--- config.mk ---
export PLATFORM = sky130hd
export DESIGN_NAME = base64_stream_decoder
export DESIGN_NICKNAME = d
export VERILOG_FILES = /design/src/rtl/bsd_pkg.sv /design/src/rtl/base64_stream_decoder.sv
export VERILOG_INCLUDE_DIRS = /design/src /design/src/rtl
export SDC_FILE = /design/constraint.sdc
export NUM_CORES = 1
export LEC_CHECK = 0
export BUFFER_PORTS_ARGS = -buffer_cell sky130_fd_sc_hd__buf_2
export CAP_MARGIN = 20
export CORE_ASPECT_RATIO = 1.1
export CORE_MARGIN = 10
export CORE_UTILIZATION = 35
export CTS_CLUSTER_DIAMETER = 50
export DETAILED_ROUTE_END_ITERATION = 16
export SYNTH_ARGS = -nofsm -noshare
export SYNTH_HDL_FRONTEND = slang
export SYNTH_SLANG_ARGS = --single-unit
--- constraint.sdc ---
create_clock -name clk_i -period 5.75 [get_ports clk_i]
set_input_delay 1.4375 -clock clk_i [delete_from_list [all_inputs] [get_ports clk_i]]
set_output_delay 1.4375 -clock clk_i [all_outputs]
set_load 0.02 [all_outputs]
--- src/rtl/base64_stream_decoder_macros.svh ---
// assertion macros for the base64 stream decoder
// included by base64_stream_decoder.sv; no other dependencies
`ifndef BASE64_STREAM_DECODER_MACROS_SVH
`define BASE64_STREAM_DECODER_MACROS_SVH
`ifndef NO_ASSERTIONS
// property holds at every clock edge out of reset
`define BSD_ASSERT_ALWAYS(lbl, clk, rstn, prop) \
  lbl: assert property (@(posedge clk) disable iff (!rstn) (prop)) \
    else $error("base64 decoder: invariant violated");
// consequent holds in the cycle after the antecedent
`define BSD_ASSERT_NEXT(lbl, clk, rstn, ante, cons) \
  lbl: assert property (@(posedge clk) disable iff (!rstn) (ante) |=> (cons)) \
    else $error("base64 decoder: sequence violated");
`else
`define BSD_ASSERT_ALWAYS(lbl, clk, rstn, prop)
`define BSD_ASSERT_NEXT(lbl, clk, rstn, ante, cons)
`endif
`endif

--- src/rtl/bsd_pkg.sv ---
// types, character codes and the sextet lookup for the base64 stream decoder
// no dependencies
package bsd_pkg;

  typedef enum logic [1:0] {
    StOk      = 2'd0,
    StBadLen  = 2'd1,
    StBadChar = 2'd2,
    StOverCap = 2'd3
  } status_e;

  localparam logic [7:0] CharUpA   = 8'h41;
  localparam logic [7:0] CharUpZ   = 8'h5A;
  localparam logic [7:0] CharLoA   = 8'h61;
  localparam logic [7:0] CharLoZ   = 8'h7A;
  localparam logic [7:0] CharDig0  = 8'h30;
  localparam logic [7:0] CharDig9  = 8'h39;
  localparam logic [7:0] CharPlus  = 8'h2B;
  localparam logic [7:0] CharSlash = 8'h2F;
  localparam logic [7:0] CharPad   = 8'h3D;

  localparam logic [5:0] SextetPlus  = 6'd62;
  localparam logic [5:0] SextetSlash = 6'd63;

  localparam logic [15:0] CountSat = 16'hFFFF;

  // one result beat before packing
  typedef struct packed {
    logic        kind;
    logic [7:0]  data;
    status_e     status;
    logic [15:0] count;
    logic        last;
  } result_t;

  // bit 6 set for a character outside the alphabet
  function automatic logic [6:0] sextet_of(logic [7:0] c);
    logic [6:0] s;
    s = 7'h40;
    if (c >= CharUpA && c <= CharUpZ) begin
      s = {1'b0, 6'(c - CharUpA)};
    end else if (c >= CharLoA && c <= CharLoZ) begin
      s = {1'b0, 6'(c - CharLoA + 8'd26)};
    end else if (c >= CharDig0 && c <= CharDig9) begin
      s = {1'b0, 6'(c - CharDig0 + 8'd52)};
    end else if (c == CharPlus) begin
      s = {1'b0, SextetPlus};
    end else if (c == CharSlash) begin
      s = {1'b0, SextetSlash};
    end
    return s;
  endfunction

endpackage

--- src/rtl/base64_stream_decoder.sv ---
// base64 stream decoder: one text character per beat in, decoded bytes and
// a final status beat out; uses bsd_pkg and base64_stream_decoder_macros.svh
//
// channel   dir  fields (lsb up)                             handshake
// s_axis    in   tdata: text_char[7:0]; tlast: end_of_text   tvalid/tready
// m_axis    out  tdata: data_byte, status, byte_count;       tvalid/tready
//                tuser: item_kind; tlast: last
// cfg       in   cfg_wdata_i: out_capacity                   cfg_we_i
//
// one character per cycle: lookup and bit splice go straight from the input
// beat into a four-entry result queue, so a result is queued in the cycle after
// its character. the final character may push two results; the input stalls
// whenever fewer than two queue entries are free. reset clears the text state
// and the queue at once; out_capacity resets to 65535.
`include "base64_stream_decoder_macros.svh"

module base64_stream_decoder
  import bsd_pkg::*;
#(
  parameter int unsigned MAX_TEXT_LEN = 65535
) (
  input  logic        clk_i,
  input  logic        rst_ni,
  input  logic        s_axis_tvalid,
  output logic        s_axis_tready,
  input  logic [7:0]  s_axis_tdata,   // text_char[7:0]
  input  logic        s_axis_tlast,
  output logic        m_axis_tvalid,
  input  logic        m_axis_tready,
  output logic [31:0] m_axis_tdata,   // data_byte[7:0], status[9:8], byte_count[25:10]
  output logic        m_axis_tuser,   // item_kind[0]
  output logic        m_axis_tlast,
  input  logic        cfg_we_i,
  input  logic [15:0] cfg_wdata_i
);

  localparam int CntW = $clog2(64'(MAX_TEXT_LEN) + 64'd1);
  localparam int CmpW = (CntW > 16) ? CntW : 16;
  localparam logic [CntW-1:0] MaxCnt = CntW'(MAX_TEXT_LEN);
  localparam int QDepth = 4;
  localparam int QPtrW = $clog2(QDepth);

  logic [1:0]      pos_q, pos_d;
  logic [11:0]     prev_q, prev_d;
  logic            stopped_q, stopped_d;
  logic            bad_q, bad_d;
  logic [CntW-1:0] count_q, count_d;
  logic [CntW-1:0] tri_q, tri_d;     // 3 * floor(count / 4)
  logic [15:0]     bytes_q, bytes_d;
  logic [1:0]      eq_q, eq_d;
  logic [15:0]     cap_q;

  result_t          queue_q [QDepth];
  logic [QPtrW-1:0] wr_ptr_q, rd_ptr_q;
  logic [QPtrW:0]   fill_q, fill_d;

  logic            s_accept, m_accept;
  logic            is_eq, active, stop_now, dec, emit;
  logic [6:0]      sx;
  logic [7:0]      byte_val;
  logic [CntW-1:0] pred;
  status_e         status;
  logic [15:0]     status_cnt;
  result_t         data_res, stat_res;
  logic [1:0]      push_n;

  assign s_accept      = s_axis_tvalid && s_axis_tready;
  assign m_accept      = m_axis_tvalid && m_axis_tready;
  assign s_axis_tready = fill_q <= (QPtrW+1)'(QDepth - 2);
  assign m_axis_tvalid = fill_q != '0;

  always_comb begin
    is_eq    = s_axis_tdata == CharPad;
    active   = !stopped_q && !bad_q;
    stop_now = active && is_eq && pos_q >= 2'd2;
    sx       = sextet_of(s_axis_tdata);
    dec      = active && !stop_now && !sx[6];
    emit     = dec && pos_q != 2'd0;

    case (pos_q)
      2'd1:    byte_val = {prev_q[5:0], sx[5:4]};
      2'd2:    byte_val = {prev_q[3:0], sx[5:2]};
      2'd3:    byte_val = {prev_q[1:0], sx[5:0]};
      default: byte_val = 8'h00;
    endcase

    pos_d     = pos_q + 2'd1;
    eq_d      = {eq_q[0], is_eq};
    stopped_d = stopped_q || stop_now;
    bad_d     = bad_q || (active && !stop_now && sx[6]);
    prev_d    = dec ? {prev_q[5:0], sx[5:0]} : prev_q;
    bytes_d   = (emit && bytes_q != CountSat) ? bytes_q + 16'd1 : bytes_q;
    count_d   = count_q;
    tri_d     = tri_q;
    if (count_q < MaxCnt) begin
      count_d = count_q + CntW'(1);
      if (count_d[1:0] == 2'd0) begin
        tri_d = tri_q + CntW'(3);
      end
    end

    // size predicted from whole quartets less trailing padding
    pred       = tri_d - CntW'(eq_d[0]) - CntW'(eq_d[1]);
    status_cnt = '0;
    if (count_d[1:0] != 2'd0 || count_d >= MaxCnt) begin
      status = StBadLen;
    end else if (CmpW'(pred) > CmpW'(cap_q)) begin
      status = StOverCap;
    end else if (bad_d) begin
      status = StBadChar;
    end else begin
      status     = StOk;
      status_cnt = bytes_d;
    end

    data_res = '{kind: 1'b0, data: byte_val, status: StOk, count: '0, last: 1'b0};
    stat_res = '{kind: 1'b1, data: 8'h00, status: status, count: status_cnt, last: 1'b1};
    push_n   = s_accept ? 2'(emit) + 2'(s_axis_tlast) : 2'd0;
    fill_d   = fill_q + (QPtrW+1)'(push_n) - (QPtrW+1)'(m_accept);
  end

  always_ff @(posedge clk_i or negedge rst_ni) begin
    if (!rst_ni) begin
      pos_q     <= '0;
      prev_q    <= '0;
      stopped_q <= 1'b0;
      bad_q     <= 1'b0;
      count_q   <= '0;
      tri_q     <= '0;
      bytes_q   <= '0;
      eq_q      <= '0;
    end else if (s_accept) begin
      if (s_axis_tlast) begin
        pos_q     <= '0;
        prev_q    <= '0;
        stopped_q <= 1'b0;
        bad_q     <= 1'b0;
        count_q   <= '0;
        tri_q     <= '0;
        bytes_q   <= '0;
        eq_q      <= '0;
      end else begin
        pos_q     <= pos_d;
        prev_q    <= prev_d;
        stopped_q <= stopped_d;
        bad_q     <= bad_d;
        count_q   <= count_d;
        tri_q     <= tri_d;
        bytes_q   <= bytes_d;
        eq_q      <= eq_d;
      end
    end
  end

  always_ff @(posedge clk_i or negedge rst_ni) begin
    if (!rst_ni) begin
      cap_q <= CountSat;
    end else if (cfg_we_i) begin
      cap_q <= cfg_wdata_i;
    end
  end

  always_ff @(posedge clk_i or negedge rst_ni) begin
    if (!rst_ni) begin
      wr_ptr_q <= '0;
      rd_ptr_q <= '0;
      fill_q   <= '0;
    end else begin
      wr_ptr_q <= wr_ptr_q + QPtrW'(push_n);
      rd_ptr_q <= rd_ptr_q + QPtrW'(m_accept);
      fill_q   <= fill_d;
    end
  end

  // data beat goes first, status beat behind it when both are pushed
  always_ff @(posedge clk_i) begin
    if (s_accept) begin
      if (emit) begin
        queue_q[wr_ptr_q] <= data_res;
        if (s_axis_tlast) begin
          queue_q[wr_ptr_q + QPtrW'(1)] <= stat_res;
        end
      end else if (s_axis_tlast) begin
        queue_q[wr_ptr_q] <= stat_res;
      end
    end
  end

  assign m_axis_tdata = {6'd0, queue_q[rd_ptr_q].count, queue_q[rd_ptr_q].status,
                         queue_q[rd_ptr_q].data};
  assign m_axis_tuser = queue_q[rd_ptr_q].kind;
  assign m_axis_tlast = queue_q[rd_ptr_q].last;

  `BSD_ASSERT_ALWAYS(a_fill_bound, clk_i, rst_ni, fill_q <= (QPtrW+1)'(QDepth))
  `BSD_ASSERT_NEXT(a_clear_after_final, clk_i, rst_ni, s_accept && s_axis_tlast,
                   pos_q == '0 && count_q == '0 && bytes_q == '0)
  `BSD_ASSERT_NEXT(a_status_queued, clk_i, rst_ni, s_accept && s_axis_tlast, fill_q != '0)

endmodule
Yosys cells after proc, flatten, opt, wreduce, memory -nomap -nowiden

Memory sizes are Yosys's and may differ from the RTL's.
Index checks and enable logic that the tools add are counted.

Register bits after elaboration: 82
Memories: 1
Word-level logic and storage cells: 112
Bits of input ports: 30
Output and inout bits: 36
RAM bits: 112

Memories:

| name    | words | bits a word | rd ports | clocked after Yosys merged registers in | wr ports | line                        | RTL |
|---|---|---|---|---|---|---|---|
| queue_q | 4     | 28          | 1        | 0                                       | 2        | base64_stream_decoder.sv:53 | `result_t queue_q [QDepth];` |

Equal/unequal tests: 7
Add/sub/neg operators: 17
Muxes and demuxes: 37
Reduce and logical (&&, ||, !) cells: 26
Magnitude comparators: 11
Bitwise logic cells: 1

Operators with widths:

| kind                                                               | count |
|---|---|
| two-way mux 16 bit                                                 | 10 |
| two-way mux 7 bit                                                  | 5 |
| adder 16 x 1 -> 16 bit (second input constant)                     | 2 |
| subtractor 16 x 1 -> 16 bit                                        | 2 |
| two-way mux 28 bit                                                 | 1 |
| == test 8 x 6 -> 1 bit (second input constant)                     | 3 |
| one-hot mux 8 bit (3 select lines)                                 | 1 |
| adder 16 x 2 -> 16 bit (second input constant)                     | 1 |
| greater-or-equal comparator 16 bit (second input constant)         | 1 |
| greater-or-equal comparator 8 x 7 -> 1 bit (second input constant) | 2 |
| > comparator 16 bit                                                | 1 |
| less-or-equal comparator 8 x 7 -> 1 bit (second input constant)    | 2 |
| less-than comparator 16 bit (second input constant)                | 1 |
| inequality test 16 bit (second input constant)                     | 1 |
| logical AND 1 bit                                                  | 13 |
| two-way mux 1 bit                                                  | 13 |
| two-way mux 6 bit                                                  | 2 |
| subtractor 6 bit (second input constant)                           | 2 |
| two-way mux 2 bit                                                  | 5 |
| greater-or-equal comparator 8 x 6 -> 1 bit (second input constant) | 1 |
| less-or-equal comparator 8 x 6 -> 1 bit (second input constant)    | 1 |
| adder 6 x 5 -> 6 bit (second input constant)                       | 1 |
| adder 6 bit (second input constant)                                | 1 |
| nonzero test 2 bit                                                 | 3 |
| other kinds (17)                                                   | 24 |

Longest topological paths before layout

Word-level depth: 15
Depth in mapped cells: 20
Gate-level depth less buffers: 19

Least setup slack after synthesis

Ideal clock, no wire load.

Path type: in2reg
Start point: in s_axis_tdata[1]
End point: mem queue_q[0][8] (netlist bit) (data pin)
Path slack: 0.607 ns
Library setup time: 0.142 ns
Arrival: 5.001 ns
Cell stages on the path: 19
Data required time: 5.608 ns
Buffers on the path: 1
Cells stage by stage: inv_1 > ha_1 > nand3_1 > nor3_1 > fa_1 > nand3_1 > mux2_2 > a31oi_1 > nand4_1 > mux2i_1 > xnor2_1 > ha_1 > nand2_1 > nor4_1 > a32oi_1 > a21oi_4 > nand3_4 > buf_6 > nor2_1

RTL lines:

| what               | line                        | RTL |
|---|---|---|
| start: declaration | base64_stream_decoder.sv:26 | `input logic [7:0] s_axis_tdata,` |
| end: declaration   | base64_stream_decoder.sv:53 |  |

==> results by group <==
Detailed routing
  • Post-Route WL: approximately 25000 µm
  • Wire length per cell: roughly 16 µm
  • Pre-Repair DR Iteration Count: 7
  • DR DRC count: 0
  • Vias/cell: roughly 5.1
  • Met1 wire length: 11100 µm
  • Metal2 WL: about 13000 µm
  • Top layer reached by signal wires: met4
  • DRT iter0 DRCs: 577
  • Via count: slightly above 8000
  • Wire length on met3: between 800 and 900 µm
  • Remaining antenna violation count: 0

Finish
  • Fin nets: about 1200
  • Post-layout util: around two fifths
  • N_diodes: 0
  • Layout area overhead: 12.0%
  • Share of cells above drive strength 1: around 18%

Setup path
  • Startpoint class of the critical path: input port
  • WS Path Type: in2reg
  • Critical Path, Cell by Cell: buf_2, inv_1, ha_1, nand3_1, nor3_1, buf_4, fa_1, nand3_1, mux2_2, a31oi_1, nand4_1, mux2i_1, xnor2_1, ha_1, nand2_1, or3_1, o221ai_1, a21oi_4, buf_12, nand3_4, nor2_1
  • Worst path max stage delay: roughly 0.39 ns
  • Worst path arrival time: between 5 and 6 ns
  • Top Family by Delay on Critical Path: simple AND/OR/NAND/NOR gates
  • Buf+Inv Stages, Crit Path: 4
  • CP Capture Type: flip-flop
  • CP Data Required Time: about 5.9 ns
  • Worst Path Max Fanout: 16
  • Slowest cell on crit path: a31oi_1

Timing
  • Slew at the pin closest to its max-slew limit: 0.966 ns
  • Clk_skew: slightly below 0.01 ns
  • FMAX: approximately 190 MHz
  • Setup tns final: 0 ns
  • WHS: 0.447 ns
  • RSZ-0062 raised after global routing: no
  • Max Slew Vio Count: 0
  • Final WS setup: between 0.4 and 0.5 ns
  • Final Critical Period: between 5 and 6 ns
  • Max-slew headroom: a little over a third
  • Finish-stage setup viols: 0
  • Final Cycle Share: 91.8%
  • Final hold vios: 0

Yosys
  • Flops & latches, synth: 190
  • EDFF count, synth: between 70 and 80
  • Ys async rst share: a little over two fifths
  • Prevailing post-synth register cell: edfxtp_1
  • Post-Syn Instances: 1100
  • Sequential share of the synthesized area: a little under half
  • Post-Syn Area per Cell: 10.0 µm²
  • Cell area after synthesis: 11000 µm²
  • Warnings from Yosys: 0
  • Count of unique library cells instantiated by Yosys: 86

Place
  • Routability cong.: between 0.8 and 0.9
  • DPL Wire Length: about 18000 µm
  • Input/output buffers: approximately 60
  • Pre-CTS WS: -0.0685 ns

Power and ir drop
  • Worst vdd ir: ~0.23 mV
  • Overall power: between 4000 and 5000 µW
  • Clock power frac: a little over a quarter
  • NetSw: between 1500 and 2000 µW
  • Lkg Pwr: approximately 0.0048 µW
  • Int Power: 2950 µW
  • Net Sw Frac: around 37%
  • Flop pwr share: between 40% and 50%
  • P per Cell Area: 381 nW/µm²
  • Combinational power share: 33.4%

GRT
  • Initial antenna violation count: 0
  • Total gr overflow: 0
  • All-Layer GR Usage: about an eighth
  • Global-route wire length before repair: about 42000 µm
  • Vias in the first global route: 8068
  • Largest net degree at the start of global routing: 83

Die
  • Die width: 189 µm
  • Row Count: 68
  • Core area: 31200 µm²
  • Die Y: about 200 µm
  • Die area: a little under 40000 µm²
  • I/O pin total: 66
  • Initial core utilization: 35.2%

Clocking
  • Clock Latency Late Sink: between 0.4 and 0.5 ns
  • Num CTS Buffers: 17
  • Htree depth: 4
  • Clk Tree Root Cell: clkbuf_16
  • Max Buffers Root-to-Sink: 2
  • Clk slew on worst S/H paths: roughly 0.07 ns
  • CTS sink count: 190
  • CTS tree: done

Min path
  • Hold Crit Class: reg2reg

Flow run
  • Max Cap Violations: 0

Run status
  • Status: finished clean
## worst min-delay path, stage by stage, from the launching register on
cell     delay, ns
dfxtp_1       0.31
nand2_1       0.05
nand2_1       0.04
## power groups by stage
stage / logic [µW] / registers, µW / clock network [µW]
6_report: 1570 / 1890 / 1240
5_1_grt: 1740 / 1940 / 1310
4_1_cts: 1580 / 1900 / 1260
3_5_place_dp: 1570 / 1920 / 0
2_1_floorplan: 1270 / 1770 / 0
3_3_place_gp: 1550 / 1910 / 0
## Yosys cell counts, drive strengths merged, types with 5 or more instances
library cell / instances / area (µm²)
dfxtp: 36 / 721
inv: 50 / 188
xnor2: 27 / 236
a222oi: 7 / 70.1
nand2: 124 / 465
a21oi: 45 / 240
nor2: 127 / 479
or3: 8 / 52.6
a22o: 9 / 78.8
a21o: 10 / 75.1
dfrtp: 66 / 1650
a31oi: 8 / 65.1
edfxtp: 72 / 2160
o22ai: 5 / 31.3
nor3: 33 / 180
nand3: 34 / 233
ha: 41 / 513
a22oi: 7 / 52.6
a211oi: 5 / 52.6
nand2b: 7 / 43.8
mux4: 27 / 608
nor2b: 8 / 50.1
clkbuf: 45 / 189
o211ai: 5 / 37.5
and3: 16 / 103
dfstp: 16 / 420
buf: 25 / 190
o21ai: 96 / 480
xor2: 25 / 234
mux2i: 28 / 280
nor4: 11 / 98.8
nand4: 18 / 158
a31o: 6 / 52.6
## stage by stage
| stage | cells | instance area [µm²] |
|---|---|---|
| detailed placement | 1542 | 11700 |
| global placement | 1542 | 11700 |
| finish | 1575 | 12300 |
| floorplan | 1105 | 11000 |
| global route | 1575 | 12300 |
| CTS | 1574 | 12300 |
## layer usage
| metal | up-vias | GRT usage [%] |
|---|---|---|
| li1 | 4017 | - |
| met1 | 3908 | 15.8 |
| met2 | 145 | 23.4 |
| met3 | 30 | 2.21 |
| met4 | 0 | 4.37 |
| met5 | - | 0 |
## path summary, 6_finish.rpt
path,end,slack (ns),cells after the start,start
max,queue_q[0][11],0.47,21,s_axis_tdata[1]
min,queue_q[2][0],0.45,2,queue_q[2][0]
max reg2reg,queue_q[0][11],0.65,19,count_q[0]
min reg2reg,queue_q[2][0],0.45,2,queue_q[2][0]
max in group asynchronous,rd_ptr_q[0],3.73,2,rst_ni
min in group asynchronous,count_q[7],0.90,1,rst_ni
## cell families after synthesis
kind of cell | Yosys count | synth area share, %
flip-flops | 190 | 45.0
XOR/XNOR | 52 | 4.28
buffers and inverters | 120 | 5.15
multiplexers | 57 | 8.28
other | 1 | 0.0341
AND/OR/NAND/NOR | 405 | 18.4
adder cells (fa/ha/maj) | 43 | 5.03
AO/OA/AOI/OAI | 232 | 13.8
## state kept, by name, indices dropped and copies added, names as in the netlist
register and count:
bytes_q 16, cap_q 16, bad_q 1, stopped_q 1, tri_q 16, prev_q 6, count_q 16, fill_q 3
queue_q 108, rd_ptr_q 2, wr_ptr_q 2, pos_q 2, eq_q 1
## timing repair
item	4_1_cts	5_1_grt
gates resized for setup	0	0
buffers inserted	0	1
setup endpoints to repair	0	64
hold buffers	0	0
## cell usage in the layout (no fill, tap or decap), types with 8 or more instances in the layout
master     instances
a21oi_1           43
edfxtp_1          72
dfxtp_1           36
xnor2_1           27
inv_1             50
a21o_1            10
nand2_1          123
nor3_1            30
ha_1              41
and3_1            14
nor2_1           126
mux2i_1           28
clkbuf_16         17
dfrtp_1           65
nand3_1           29
nor4_1             9
nand4_1           15
buf_4             29
buf_2             58
a22o_1             9
nor2b_1            8
mux4_2            27
dfstp_2           16
xor2_1            23
o21ai_0           89
## final cells by class
cell class	count	area [µm²]
clock buffers	17	425
fillers	3084	18900
flip-flops and latches	190	4960
repair buffers	88	528
well taps	420	526
inverters	50	188
multi-input cells	795	5500
clock inverters	15	193
No activity file was read; power rests on OpenSTA's default activity.
